**config.mk**
```make
export PLATFORM = sky130hd
export DESIGN_NAME = ppu_front
export DESIGN_NICKNAME = d
export VERILOG_FILES = /design/src/sv/ppu_pkg.sv /design/src/sv/ppu_front.sv
export SDC_FILE = /design/constraint.sdc
export NUM_CORES = 1
export LEC_CHECK = 0
export BUFFER_PORTS_ARGS = -buffer_cell sky130_fd_sc_hd__buf_4
export CORE_MARGIN = 2
export CORE_UTILIZATION = 48
export DETAILED_ROUTE_END_ITERATION = 10
export PLACE_DENSITY = 0.78
export SLEW_MARGIN = 10
export SYNTH_ARGS = -nofsm -noshare
export SYNTH_HDL_FRONTEND = slang
export SYNTH_SLANG_ARGS = --single-unit
```
**constraint.sdc**
```tcl
create_clock -name aclk -period 9 [get_ports aclk]
set_clock_uncertainty 0.1 [all_clocks]
set_input_delay 0.45 -clock aclk [delete_from_list [all_inputs] [get_ports aclk]]
set_output_delay 0.45 -clock aclk [all_outputs]
set_load 0.01 [all_outputs]
```
**src/sv/ppu_pkg.sv**
```systemverilog
// Shared types, constants and helpers of the particle pool.
`timescale 1ns / 1ps
package ppu_pkg;

    typedef enum logic [1:0] {
        OP_SPAWN = 2'd0,
        OP_TICK  = 2'd1,
        OP_READ  = 2'd2,
        OP_NOP   = 2'd3
    } op_t;

    localparam logic [16:0]        LIFE_FULL   = 17'd65536;
    localparam logic signed [15:0] ALPHA_SPAWN = 16'sd24576;
    localparam logic signed [15:0] ALPHA_MIN   = -16'sd32768;
    localparam logic signed [19:0] POS_MAX     = 20'sd524287;
    localparam logic signed [19:0] POS_MIN     = -20'sd524288;
    // Reciprocal of ten: 2^23 / 10 rounded up, and the jitter form 2^15 / 10.
    localparam logic [19:0]        RECIP10     = 20'd838861;
    localparam logic [11:0]        RECIP10_J   = 12'd3277;
    localparam logic [20:0]        VEL_BIAS    = 21'd524295;
    localparam logic [17:0]        VEL_UNBIAS  = 18'd52429;
    localparam logic [11:0]        JIT_BIAS    = 12'd1045;
    localparam logic [8:0]         JIT_UNBIAS  = 9'd104;

    typedef struct packed {
        op_t                op;
        logic [15:0]        step_time;
        logic [16:0]        alpha_step;
        logic signed [19:0] source_x;
        logic signed [19:0] source_y;
        logic signed [19:0] source_vx;
        logic signed [19:0] source_vy;
        logic signed [19:0] shift_x;
        logic signed [19:0] shift_y;
        logic signed [6:0]  jitter;
        logic [6:0]         shade;
        logic [8:0]         slot_to_read;
    } cmd_t;

    typedef struct packed {
        logic [16:0]        life;
        logic signed [19:0] px;
        logic signed [19:0] py;
        logic signed [19:0] vx;
        logic signed [19:0] vy;
        logic [6:0]         shade;
        logic signed [15:0] alpha;
    } rec_t;

    typedef struct packed {
        logic [8:0]         slot;
        logic [9:0]         live;
        logic               alive;
        logic signed [19:0] x;
        logic signed [19:0] y;
        logic [6:0]         shade;
        logic signed [15:0] alpha;
    } res_t;

    function automatic logic signed [19:0] sat20(input logic signed [21:0] v);
        logic signed [19:0] r;
        if (v > 22'(POS_MAX)) begin
            r = POS_MAX;
        end else if (v < 22'(POS_MIN)) begin
            r = POS_MIN;
        end else begin
            r = v[19:0];
        end
        return r;
    endfunction

endpackage

```
**src/sv/ppu_front.sv**
```systemverilog
// Front end: accepts input words, classifies them and queues commands.
`timescale 1ns / 1ps
module ppu_front (
    input  logic                aclk,
    input  logic                aresetn,
    input  logic                enable,
    input  logic                s_valid,
    output logic                s_ready,
    input  logic [1:0]          s_mode,
    input  logic [15:0]         s_step_time,
    input  logic signed [19:0]  s_source_x,
    input  logic signed [19:0]  s_source_y,
    input  logic signed [19:0]  s_source_vx,
    input  logic signed [19:0]  s_source_vy,
    input  logic signed [19:0]  s_shift_x,
    input  logic signed [19:0]  s_shift_y,
    input  logic signed [6:0]   s_jitter_tenths,
    input  logic [6:0]          s_shade_hundredths,
    input  logic [8:0]          s_slot_to_read,
    output logic                cmd_valid,
    output ppu_pkg::cmd_t       cmd,
    input  logic                cmd_pop
);
    import ppu_pkg::*;

    cmd_t        q_reg [2];
    logic        rd_ptr_reg;
    logic        wr_ptr_reg;
    logic [1:0]  cnt_reg;
    cmd_t        in_cmd;
    logic        push;
    logic [18:0] dt5;

    // Alpha falls by 2.5 dt; in Q2.14 against Q0.16 that is dt*5/8, rounded.
    assign dt5 = 19'({s_step_time, 2'b00}) + 19'(s_step_time) + 19'd4;

    always_comb begin
        in_cmd              = '0;
        in_cmd.op           = op_t'(s_mode);
        in_cmd.step_time    = s_step_time;
        in_cmd.alpha_step   = 17'(dt5[18:3]);
        in_cmd.source_x     = s_source_x;
        in_cmd.source_y     = s_source_y;
        in_cmd.source_vx    = s_source_vx;
        in_cmd.source_vy    = s_source_vy;
        in_cmd.shift_x      = s_shift_x;
        in_cmd.shift_y      = s_shift_y;
        in_cmd.jitter       = s_jitter_tenths;
        in_cmd.shade        = s_shade_hundredths;
        in_cmd.slot_to_read = s_slot_to_read;
    end

    assign s_ready   = enable && (cnt_reg != 2'd2);
    assign push      = s_valid && s_ready;
    assign cmd_valid = (cnt_reg != 2'd0);
    assign cmd       = q_reg[rd_ptr_reg];

    always_ff @(posedge aclk) begin
        if (push) begin
            q_reg[wr_ptr_reg] <= in_cmd;
        end
    end

    always_ff @(posedge aclk) begin
        if (!aresetn) begin
            rd_ptr_reg <= 1'b0;
            wr_ptr_reg <= 1'b0;
            cnt_reg    <= 2'd0;
        end else begin
            if (push) begin
                wr_ptr_reg <= ~wr_ptr_reg;
            end
            if (cmd_pop) begin
                rd_ptr_reg <= ~rd_ptr_reg;
            end
            cnt_reg <= cnt_reg + 2'(push) - 2'(cmd_pop);
        end
    end
endmodule

```
* Word level (Yosys, flattened, before mapping)
Memory sizes are Yosys's and may differ from the RTL's. A register that Yosys moved wholly into a read port is not among the register bits. Cells that the tools add are included.
Storage, ports and cells: input bits 166, register bits 4, output and inout port bits 180, word-level logic and storage cells 18, memories 1, RAM bits 354
Memories:
- q_reg | words 2, width 177, read ports 1, clocked after Yosys merged registers in 1, wr ports 1, line ppu_front.sv:26 | cmd_t q_reg [2];
Cells by class: multiplexer cells 4, add/subtract/negate cells 4, bitwise operators 2, equal/unequal tests 1, reduce and logical (&&, ||, !) cells 3
Operators with widths (number):
- $add 18x16->19 | 1
- $add 19x3->19 const B | 1
- $mux 1 | 4
- $add 2x1->2 | 1
- $logic_and 1x1->1 | 2
- $ne 2x2->1 const B | 1
- $not 1->1 | 2
- $reduce_bool 2->1 | 1
- $sub 2x1->2 | 1

* Longest topological paths before layout
Gate-level depths: netlist (run 1).
depth in word-level cells 5, mapped depth 9, gate-level depth less buffers 9

* Worst setup path before layout (run 1)
OpenSTA, ideal clock, no wires.
path type input -> register, start point input enable, end point memory q_reg[0][0] in the netlist's numbering, enable pin, library setup time 719 ps, path slack -208 ps, stages 3, data arrival time 8389 ps, required time 8181 ps, path buffers 0, path through a21boi_0 > nand2_1 > nor2_1
Between the ends: word-level cells in the longest chain between the ends 4
RTL lines:
- start: declaration | line ppu_front.sv:6 | input logic enable,
- $logic_and 1x1->1 | line ppu_front.sv:53 | assign s_ready = enable && (cnt_reg != 2'd2);
- $logic_and 1x1->1 | line ppu_front.sv:54 | assign push = s_valid && s_ready;
- $mux 1 | line ppu_front.sv:59 | if (push) begin
- $mux 1 (not written as such) | line ppu_front.sv:60 | q_reg[wr_ptr_reg] <= in_cmd;
- end: declaration | line ppu_front.sv:26
Every way passes these cells.

==> flow_summary.toml, run 1 <==
[drt]
vias = 7650
wl_um = 28600
drtAntennaViolNets = 0
post_drt_wl_per_cell_um = 19.0
drcViolationCount = 0
dr.pass1.iters = 5
avgViaCountPerCell = 5.07
drt_iter0_markers = 527

[floorplan]
ioPinCount = 346
die_x_um = 174
die_y_um = 174
rows = 62
die_area_sq_um = 30200
initial_core_util_pct = 48.4
core-area_sq_um = 28500

[placement]
gp_congestion = 0.802
port_buffers = 344
dpl.hpwl_um = 18500
post-place-ws_ns = 5.74

[global_route]
grt.busiest_layer = "met2"
grt_pass1_vias = 7970
grt_max_degree = 77
gr-usage-all-layers_pct = 18.7
grt_pass1_wl_um = 43800
grt_use_met1_pct = 22.0
antenna_found_initial = 1
grt.overflow.total = 0
met3_usage_pct = 6.32
grt_use_met2_pct = 32.6

[power_and_ir_drop]
internal_power_w = 0.00311
combPwrFrac_pct = 14.1
ir_drop_uv = 129
power.leakage_nw = 6.89
powerDensity_nw_per_um2 = 215
power_frac_clock_pct = 36.3
power.net_switching_w = 0.000876
p_seq_share_pct = 49.6
switching_share_pct = 22.0
power_w = 0.00398

[layout]
multi_input_area_sq_um = 2970
seqCellArea_sq_um = 10700
final_cell_mix = "edfxtp_1, buf_4, mux2_2"
layout_commonest_cell = "edfxtp_1"
num-fill-cells = 1942
largest_reg_flops = 354
nets = 1294
areaGrowthSynthToFinish_pct = 33.9
drive_gt1_share_pct = 52.4

[sta]
finalMaxSlewViolations = 0
finalHoldViolations = 0
worst_pin_slew_ns = 1.02
final-setup-viol-count = 0
period_share_pct = 35.5
min_period_ns = 3.20
tns_ns = 0
fmax_ghz = 0.313
hold-worst-slack_ns = 0.0228
slew_headroom_pct = 31.7
rsz0062_at_grt = "false"
setup_slack_ns = 5.80

[logic_synthesis]
synth_mux_area_share_pct = 14.4
synth_compound_gate_area_share_pct = 2.12
syn_area_sq_um = 13800
ys_warn_count = 0
ys.flop_type = "edfxtp_1"
synth_fp_nets = 876
synth_fa_ha_area_share_pct = 2.77
synth_enable_flop_cells = 354
synthArstFlopShare_pct = 0
ys_seq_area_share_pct = 77.7
avgSynthCellArea_sq_um = 20.3
synth-simple-area-share_pct = 1.03
synth-seq-cells = 359
netlist_instances = 680
ys_types = 40
synth_top_family_by_area = "multiplexers"
synth_xor_area_share_pct = 1.01

[cts]
clkTransAtPathRegs_ns = 0.06
clock-sinks = 359
tritoncts = "built"
cts-buffers-inserted = 37
cts-htree-levels = 2
clock_path_buffers = 3
insertion_delay_ns = 0.51
cts_root_buf = "clkbuf_16"
post-cts-setup-buffers = 0

[worst_setup_path]
cp_max_fo = 76
critPathLaunchType = "register"
endpoint_kind = "primary output"
worstSetupPathType = "register to primary output"
required_ns = 8.45
arrival_ns = 2.65

[worst_hold_path]
hp-class = "input pin to register"

[status]
outcome = "finished, final reports clean"

[flow_run]
drv_cap = 0
==> cell type report <==
| cell class | count | area share [%] |
|---|---|---|
| flip-flops and latches | 359 | 58.0 |
| repair buffers | 401 | 17.0 |
| multi-input cells | 294 | 16.0 |
| clock buffers | 48 | 5.39 |
| well taps | 384 | 2.60 |
| clock inverters | 16 | 0.832 |
| inverters | 5 | 0.101 |
| diodes | 2 | 0.0271 |
==> per-stage QoR <==
step | area [sq um] | cells | utilization [%]
global route | 18500 | 1507 | 64.8
detailed placement | 16800 | 1393 | 59.0
CTS | 18500 | 1507 | 64.8
floorplan | 13800 | 680 | -
finish | 18500 | 1509 | 64.8
global placement | 16800 | 1393 | 59.0
==> power by group through the flow <==
stage	Combinational (W)	Clock (W)	Sequential, W
floorplan	0.000290	0	0.00201
global placement	0.000537	0	0.00201
detailed placement	0.000544	0	0.00201
CTS	0.000566	0.00148	0.00198
global route	0.000607	0.00154	0.00198
finish	0.000561	0.00145	0.00198
==> path summary, 6_finish.rpt <==
kind                                startpoint  slack, ns  cells past startpoint      endpoint
worst max register to register      cnt_reg[0]       5.87                      6  q_reg[0][25]
worst min-delay path            s_source_vy[3]       0.02                      1  q_reg[1][66]
worst min register to register      rd_ptr_reg       0.49                      2      register
worst max-delay path                  register       5.80                      3       cmd[60]
==> logic make-up (layout without fill, tap and decap cells) <==
logic type / Yosys count / after routing
xor gates and xnor gates: 16 / 16
buffers and inverters: 27 / 470
muxes: 177 / 177
adders and majority gates: 30 / 30
DFF: 359 / 359
and+or+nand+nor: 29 / 29
AOI/OAI and AO/OA: 41 / 41
other: 1 / 3
==> worst max-delay path, stage by stage, from the launching register on <==
cell,delay (ns)
dfxtp_4,0.62
buf_4,0.82
mux2_2,0.44
buf_4,0.15
==> synth_stat cells, types with 2 or more instances <==
cell type | count | area [sq um]
edfxtp_1 | 354 | 10600
inv_1 | 5 | 18.8
xor2_1 | 5 | 43.8
or2_2 | 2 | 12.5
mux2_2 | 177 | 1990
nand3_1 | 3 | 15.0
a21oi_1 | 15 | 75.1
o21ai_0 | 6 | 30.0
buf_1 | 2 | 7.51
ha_1 | 29 | 363
o22ai_1 | 2 | 12.5
o21ai_1 | 2 | 10.0
nor2_1 | 6 | 22.5
dfxtp_1 | 5 | 100
a21o_1 | 3 | 22.5
nand2_1 | 7 | 26.3
xnor2_1 | 11 | 96.3
clkbuf_1 | 4 | 15.0
o21a_1 | 2 | 15.0
buf_2 | 14 | 70.1
nor3_1 | 2 | 10.0
and3_1 | 2 | 12.5
and2_1 | 5 | 31.3
==> routing by layer <==
metal | share of wire, % | routed length (um)
met1 | 37 | 10600
met2 | 51 | 14700
met3 | 9.1 | 2610
met4 | 2.6 | 758
met5 | 0 | 0
==> timing repair <==
item | in CTS | in global routing
hold buffers | 50 | 0
hold endpoints to repair | 93 | 0
gates resized for setup | 0 | 0
No activity file was read; power rests on OpenSTA's default activity.
==> run 2, diff against run 1 <==
--- a/config.mk
+++ b/config.mk
@@ -7,9 +7,9 @@
 export LEC_CHECK = 0
 export BUFFER_PORTS_ARGS = -buffer_cell sky130_fd_sc_hd__buf_4
 export CORE_MARGIN = 2
-export CORE_UTILIZATION = 48
+export CORE_UTILIZATION = 53
 export DETAILED_ROUTE_END_ITERATION = 10
-export PLACE_DENSITY = 0.78
+export PLACE_DENSITY = 0.82
 export SLEW_MARGIN = 10
 export SYNTH_ARGS = -nofsm -noshare
 export SYNTH_HDL_FRONTEND = slang
==> constraint.sdc (replaced) <==
create_clock -name aclk -period 3.1 [get_ports aclk]
set_clock_uncertainty 0.1 [all_clocks]
set_input_delay 0.155 -clock aclk [delete_from_list [all_inputs] [get_ports aclk]]
set_output_delay 0.155 -clock aclk [all_outputs]
set_load 0.01 [all_outputs]
==> flow_summary.toml, run 2 (synthesis results as in run 1) <==
[worst_setup_path]
critPathMostFrequentCell = "ha_1"
crit_path_max_incr_delay_ns = 0.55
rrSetupSlack_ns = 1.10
timing.rr.start = "cnt_reg[0]"
cp_slowest_cell = "dlygate4sd3_1"
worstSetupPathType = "input pin to register"
endpoint_kind = "register"
crit_start = "s_step_time[3]"
required_ns = 3.24
cp_max_fo = 4
critical_path.top_delay_family = "adder cells"
critPathLaunchType = "input pin"
path_buf_inv = 2
crit_chain = "dlygate4sd3_1, buf_4, ha_1, ha_1, fa_1, a21o_1, a31o_1, a2111oi_2, nor3_1, xor2_1"
arrival_ns = 3.03

[worst_hold_path]
hp-start = "s_valid"
hp-class = "input pin to register"

[sta]
slew_headroom_pct = 55.8
rsz0062_at_grt = "false"
finalHoldViolations = 0
finalMaxSlewViolations = 0
fmax_ghz = 0.345
hold-worst-slack_ns = 0.0318
min_period_ns = 2.90
final-setup-viol-count = 0
period_share_pct = 93.4
worst_pin_slew_ns = 0.663
setup_slack_ns = 0.204
tns_ns = 0

[floorplan]
core-area_sq_um = 25800
die_y_um = 165
ioPinCount = 346
die_area_sq_um = 27400
die_x_um = 165
rows = 59
initial_core_util_pct = 53.5

[power_and_ir_drop]
ir_drop_uv = 536
power.leakage_nw = 7.44
powerDensity_nw_per_um2 = 602

[cts]
clock-sinks = 359
cts-buffers-inserted = 37
clock_path_buffers = 3
insertion_delay_ns = 0.50
tritoncts = "built"
cts-htree-levels = 2
cts_root_buf = "clkbuf_16"
clkTransAtPathRegs_ns = 0.06

[drt]
drcViolationCount = 0
post_drt_wl_per_cell_um = 22.0
dr.pass1.iters = 5
vias = 8325
drtAntennaViolNets = 0
drt_iter0_markers = 551
avgViaCountPerCell = 5.26
wl_um = 34800

[placement]
dp.cells = 1353
port_buffers = 344
post-place-ws_ns = 0.354
dpl.hpwl_um = 20100
post_dp_cell_area_sq_um = 16900
gp_congestion = 0.825

[global_route]
grt_max_degree = 62
grt_pass1_vias = 8896
grt_pass1_wl_um = 50400
gr-usage-all-layers_pct = 24.8
grt_use_met2_pct = 44.9
met3_usage_pct = 8.19
grt_use_met1_pct = 27.5
grt.busiest_layer = "met2"
grt.overflow.total = 0
antenna_found_initial = 1

[layout]
num-fill-cells = 1395
areaGrowthSynthToFinish_pct = 42.8
largest_reg_flops = 354
drive_gt1_share_pct = 48.2
final_cell_count_no_fill = 1582
design_area_sq_um = 19700
final_cell_mix = "edfxtp_1, buf_4, mux2_2"
seqCellArea_sq_um = 10700
layout_commonest_cell = "edfxtp_1"
multi_input_area_sq_um = 2980
nets = 1416

[flow_run]
drv_cap = 0

[status]
outcome = "finished, final reports clean"
## run 2: cell count changes in the layout (fill, tap and decap cells not counted), sizes merged
cell / previous run / this run
inv: 7 / 6
buf: 351 / 360
clkinv: 11 / 13
diode: 2 / 1
dlygate4sd3: 50 / 163
clkbuf: 48 / 49
bufinv: 3 / 2
## run 2: area by class of cell
cell class / instances / share of cell area (%)
flip-flops and latches: 359 / 54.4
repair buffers: 523 / 22.4
multi-input cells: 294 / 15.1
clock buffers: 49 / 5.24
well taps: 335 / 2.12
clock inverters: 16 / 0.615
inverters: 5 / 0.0951
diodes: 1 / 0.0127
## run 2: worst reg2reg max path, delay by kind of cell (launching register included)
| kind | cells | cell delay (ns) |
|---|---|---|
| buffers and inverters | 2 | 0.48 |
| AND/OR/NAND/NOR | 2 | 0.58 |
| AO/OA/AOI/OAI | 1 | 0.17 |
| flip-flops | 1 | 0.34 |
## run 2: final timing paths
check / end / depth (start not counted)
worst max-delay path: q_reg[1][151] / 10
worst max register to register: q_reg[0][172] / 5
worst min register to register: register / 2
worst min-delay path: wr_ptr_reg / 4
## run 2: where the power goes
| group | internal, W | total, W | leakage [nW] | switching, W |
|---|---|---|---|---|
| logic | 0.000979 | 0.00185 | 3.59 | 0.000868 |
| registers | 0.00567 | 0.00576 | 3.28 | 0.0000950 |
| clock network | 0.00250 | 0.00428 | 0.565 | 0.00177 |
| total | 0.00915 | 0.0119 | 7.44 | 0.00273 |
## run 2: per-stage QoR
step / utilization (%) / power (W)
6_report: 76.4 / 0.0119
5_1_grt: 76.4 / 0.0123
4_1_cts: 76.4 / 0.0119
3_5_place_dp: 65.6 / 0.00748
3_3_place_gp: 65.6 / 0.00742
2_1_floorplan: - / 0.00668
## run 2: per-layer routing
layer,share of wire [%],vias to the layer above
li1,-,3773
met1,35,4113
met2,52,366
met3,9.4,73
met4,3.0,0
met5,0,-
## run 2: what timing repair did
action | 4_1_cts | 5_1_grt
buffers inserted | 0 | 0
hold buffers | 163 | 0
endpoints found under the hold margin | 331 | 0
resized for setup | 0 | 0
==> run 3, diff against run 2 <==
--- a/config.mk
+++ b/config.mk
@@ -5,9 +5,10 @@
 export SDC_FILE = /design/constraint.sdc
 export NUM_CORES = 1
 export LEC_CHECK = 0
+export ABC_AREA = 1
 export BUFFER_PORTS_ARGS = -buffer_cell sky130_fd_sc_hd__buf_4
 export CORE_MARGIN = 2
-export CORE_UTILIZATION = 53
+export CORE_UTILIZATION = 54
 export DETAILED_ROUTE_END_ITERATION = 10
 export PLACE_DENSITY = 0.82
 export SLEW_MARGIN = 10
==> flow_summary.toml, run 3 <==
[worst_setup_path]
required_ns = 2.84
arrival_ns = 2.20
critPathLaunchType = "register"
cp_slowest_cell = "dfxtp_4"
crit_path_max_incr_delay_ns = 0.70
crit_chain = "buf_12, mux2_2, buf_4"
cp_max_fo = 49
endpoint_kind = "primary output"
worstSetupPathType = "register to primary output"

[logic_synthesis]
yosys.area.top_type = "edfxtp_1"
synthArstFlopShare_pct = 0
synth_xor_area_share_pct = 0.482
ys_seq_area_share_pct = 73.8
synth_top_family_by_area = "multiplexers"
synth_enable_flop_cells = 354
yosysMostFrequentCell = "edfxtp_1"
synth_fa_ha_area_share_pct = 2.63
ys_types = 24
synth_top_area_share_pct = 73.1
synthTopCellsByArea = "edfxtp_1, mux2_4, mux2_2"
synth-simple-area-share_pct = 3.13
synth-seq-cells = 359
synth_compound_gate_area_share_pct = 0.525
syn_area_sq_um = 14500
ys_warn_count = 0
netlist_instances = 760
synth_mux_area_share_pct = 17.1
ys.flop_type = "edfxtp_1"
avgSynthCellArea_sq_um = 19.1
synth_fp_nets = 956
synth_common_cells = "edfxtp_1, mux2_4, nand2_1, mux2_2, inv_1"

[drt]
drcViolationCount = 0
wl_um = 35800
post_drt_wl_per_cell_um = 21.5
vias = 8688
avgViaCountPerCell = 5.21
dr.pass1.iters = 4
drt_iter0_markers = 636
drtAntennaViolNets = 0

[cts]
tritoncts = "built"
clock_path_buffers = 3
cts_root_buf = "clkbuf_16"
cts-htree-levels = 2
cts-buffers-inserted = 38
clock-sinks = 359
insertion_delay_ns = 0.50
post-cts-setup-buffers = 0
clkTransAtPathRegs_ns = 0.05

[power_and_ir_drop]
ir_drop_uv = 506
combPwrFrac_pct = 14.0
internal_power_w = 0.00950
power_w = 0.0122
power.net_switching_w = 0.00267
power_frac_clock_pct = 39.2
power.leakage_nw = 8.27
p_seq_share_pct = 46.8
switching_share_pct = 22.0
powerDensity_nw_per_um2 = 593

[sta]
fmax_ghz = 0.408
worst_pin_slew_ns = 0.581
period_share_pct = 79.1
finalHoldViolations = 0
slew_headroom_pct = 61.3
finalMaxSlewViolations = 0
min_period_ns = 2.45
hold-worst-slack_ns = 0.0374
final-setup-viol-count = 0
rsz0062_at_grt = "false"

[placement]
gp_congestion = 0.812
port_buffers = 344
dpl.hpwl_um = 20000

[layout]
largest_reg_flops = 354
final_cell_mix = "edfxtp_1, buf_4, dlygate4sd3_1"
areaGrowthSynthToFinish_pct = 41.2
nets = 1494
layout_commonest_cell = "edfxtp_1"
drive_gt1_share_pct = 45.1
num-fill-cells = 1406
finish.utilization_pct = 76.8

[global_route]
gr-usage-all-layers_pct = 24.9
grt_max_degree = 95
antenna_found_initial = 3
grt_pass1_wl_um = 53600
grt.overflow.total = 0
grt_pass1_vias = 9250

[flow_run]
drv_cap = 0

[floorplan]
die_area_sq_um = 28300
core-area_sq_um = 26700
die_y_um = 168
ioPinCount = 346
die_x_um = 168
initial_core_util_pct = 54.4
rows = 60

[worst_hold_path]
hp-class = "input pin to register"

[status]
outcome = "finished, final reports clean"
## run 3: changes by cell type after synthesis, moves of 8 or more
cell / previous run / this run
nand3_1: 3 / 12
xnor2_1: 11 / 3
nor2_1: 6 / 20
buf_2: 14 / 4
buf_6: 1 / 16
nand2_1: 7 / 76
mux2_4: 0 / 130
inv_1: 5 / 36
mux2_2: 177 / 47
## run 3: stage by stage
step | TNS (ns) | area, sq um | std cells | worst slack [ns]
CTS | 0 | 20500 | 1665 | 0.634
finish | 0 | 20500 | 1668 | 0.647
global route | 0 | 20500 | 1668 | 0.564
global placement | 0 | 17600 | 1435 | 0.891
floorplan | -251.98 | 14600 | 760 | -0.721
detailed placement | 0 | 17600 | 1435 | 0.813
## run 3: worst paths after layout
check | start | end | slack [ns] | cells after the start
worst max-delay path | register | cmd[17] | 0.65 | 3
worst min-delay path | enable | wr_ptr_reg | 0.04 | 4
worst max register to register | cnt_reg[0] | q_reg[0][103] | 1.28 | 5
worst min register to register | rd_ptr_reg | register | 0.42 | 2
## run 3: area by class of cell
cell class                 instances  area [sq um]  area share, %
clock buffer                      44          1040           5.05
inverter                          36           135          0.658
timing repair buffer             519          4410           21.5
multi-input combinational        344          3500           17.1
sequential                       359         10700           52.3
antenna                            3          7.51         0.0366
clock inverter                    22           279           1.36
tap                              341           427           2.08
## run 3: cells by family after synthesis
logic type,after synthesis
XOR/XNOR,8
other,1
AND/OR/NAND/NOR,114
multiplexers,177
adder cells (fa/ha/maj),30
AO/OA/AOI/OAI,14
buffers and inverters,57
flip-flops,359
## run 3: worst max-delay path, delay by kind of cell, from the launching register on
family | cells | cell delay, ns
mux | 1 | 0.42
flops | 1 | 0.70
buf+inv | 2 | 0.50
## run 3: timing repair
item / 4_1_cts / 5_1_grt
gates resized for setup: 0 / 0
hold buffers: 164 / 0
hold endpoints to repair: 333 / 0
## run 3: power by group through the flow
stage                     logic [W]  registers, W  clock network, W
after detailed placement    0.00148       0.00579                 0
after CTS                   0.00168       0.00569           0.00480
after global routing        0.00182       0.00571           0.00504
after global placement      0.00146       0.00577                 0
final                       0.00171       0.00570           0.00477
after floorplan            0.000835       0.00577                 0
## run 3: per-layer routing
| metal | vias to the layer above | track usage (%) | share of wire, % |
|---|---|---|---|
| met3 | 64 | 7.48 | 8.5 |
| li1 | 3936 | - | - |
| met5 | - | 0 | 0 |
| met1 | 4300 | 28.9 | 37 |
| met4 | 0 | 8.25 | 2.6 |
| met2 | 388 | 44.4 | 52 |
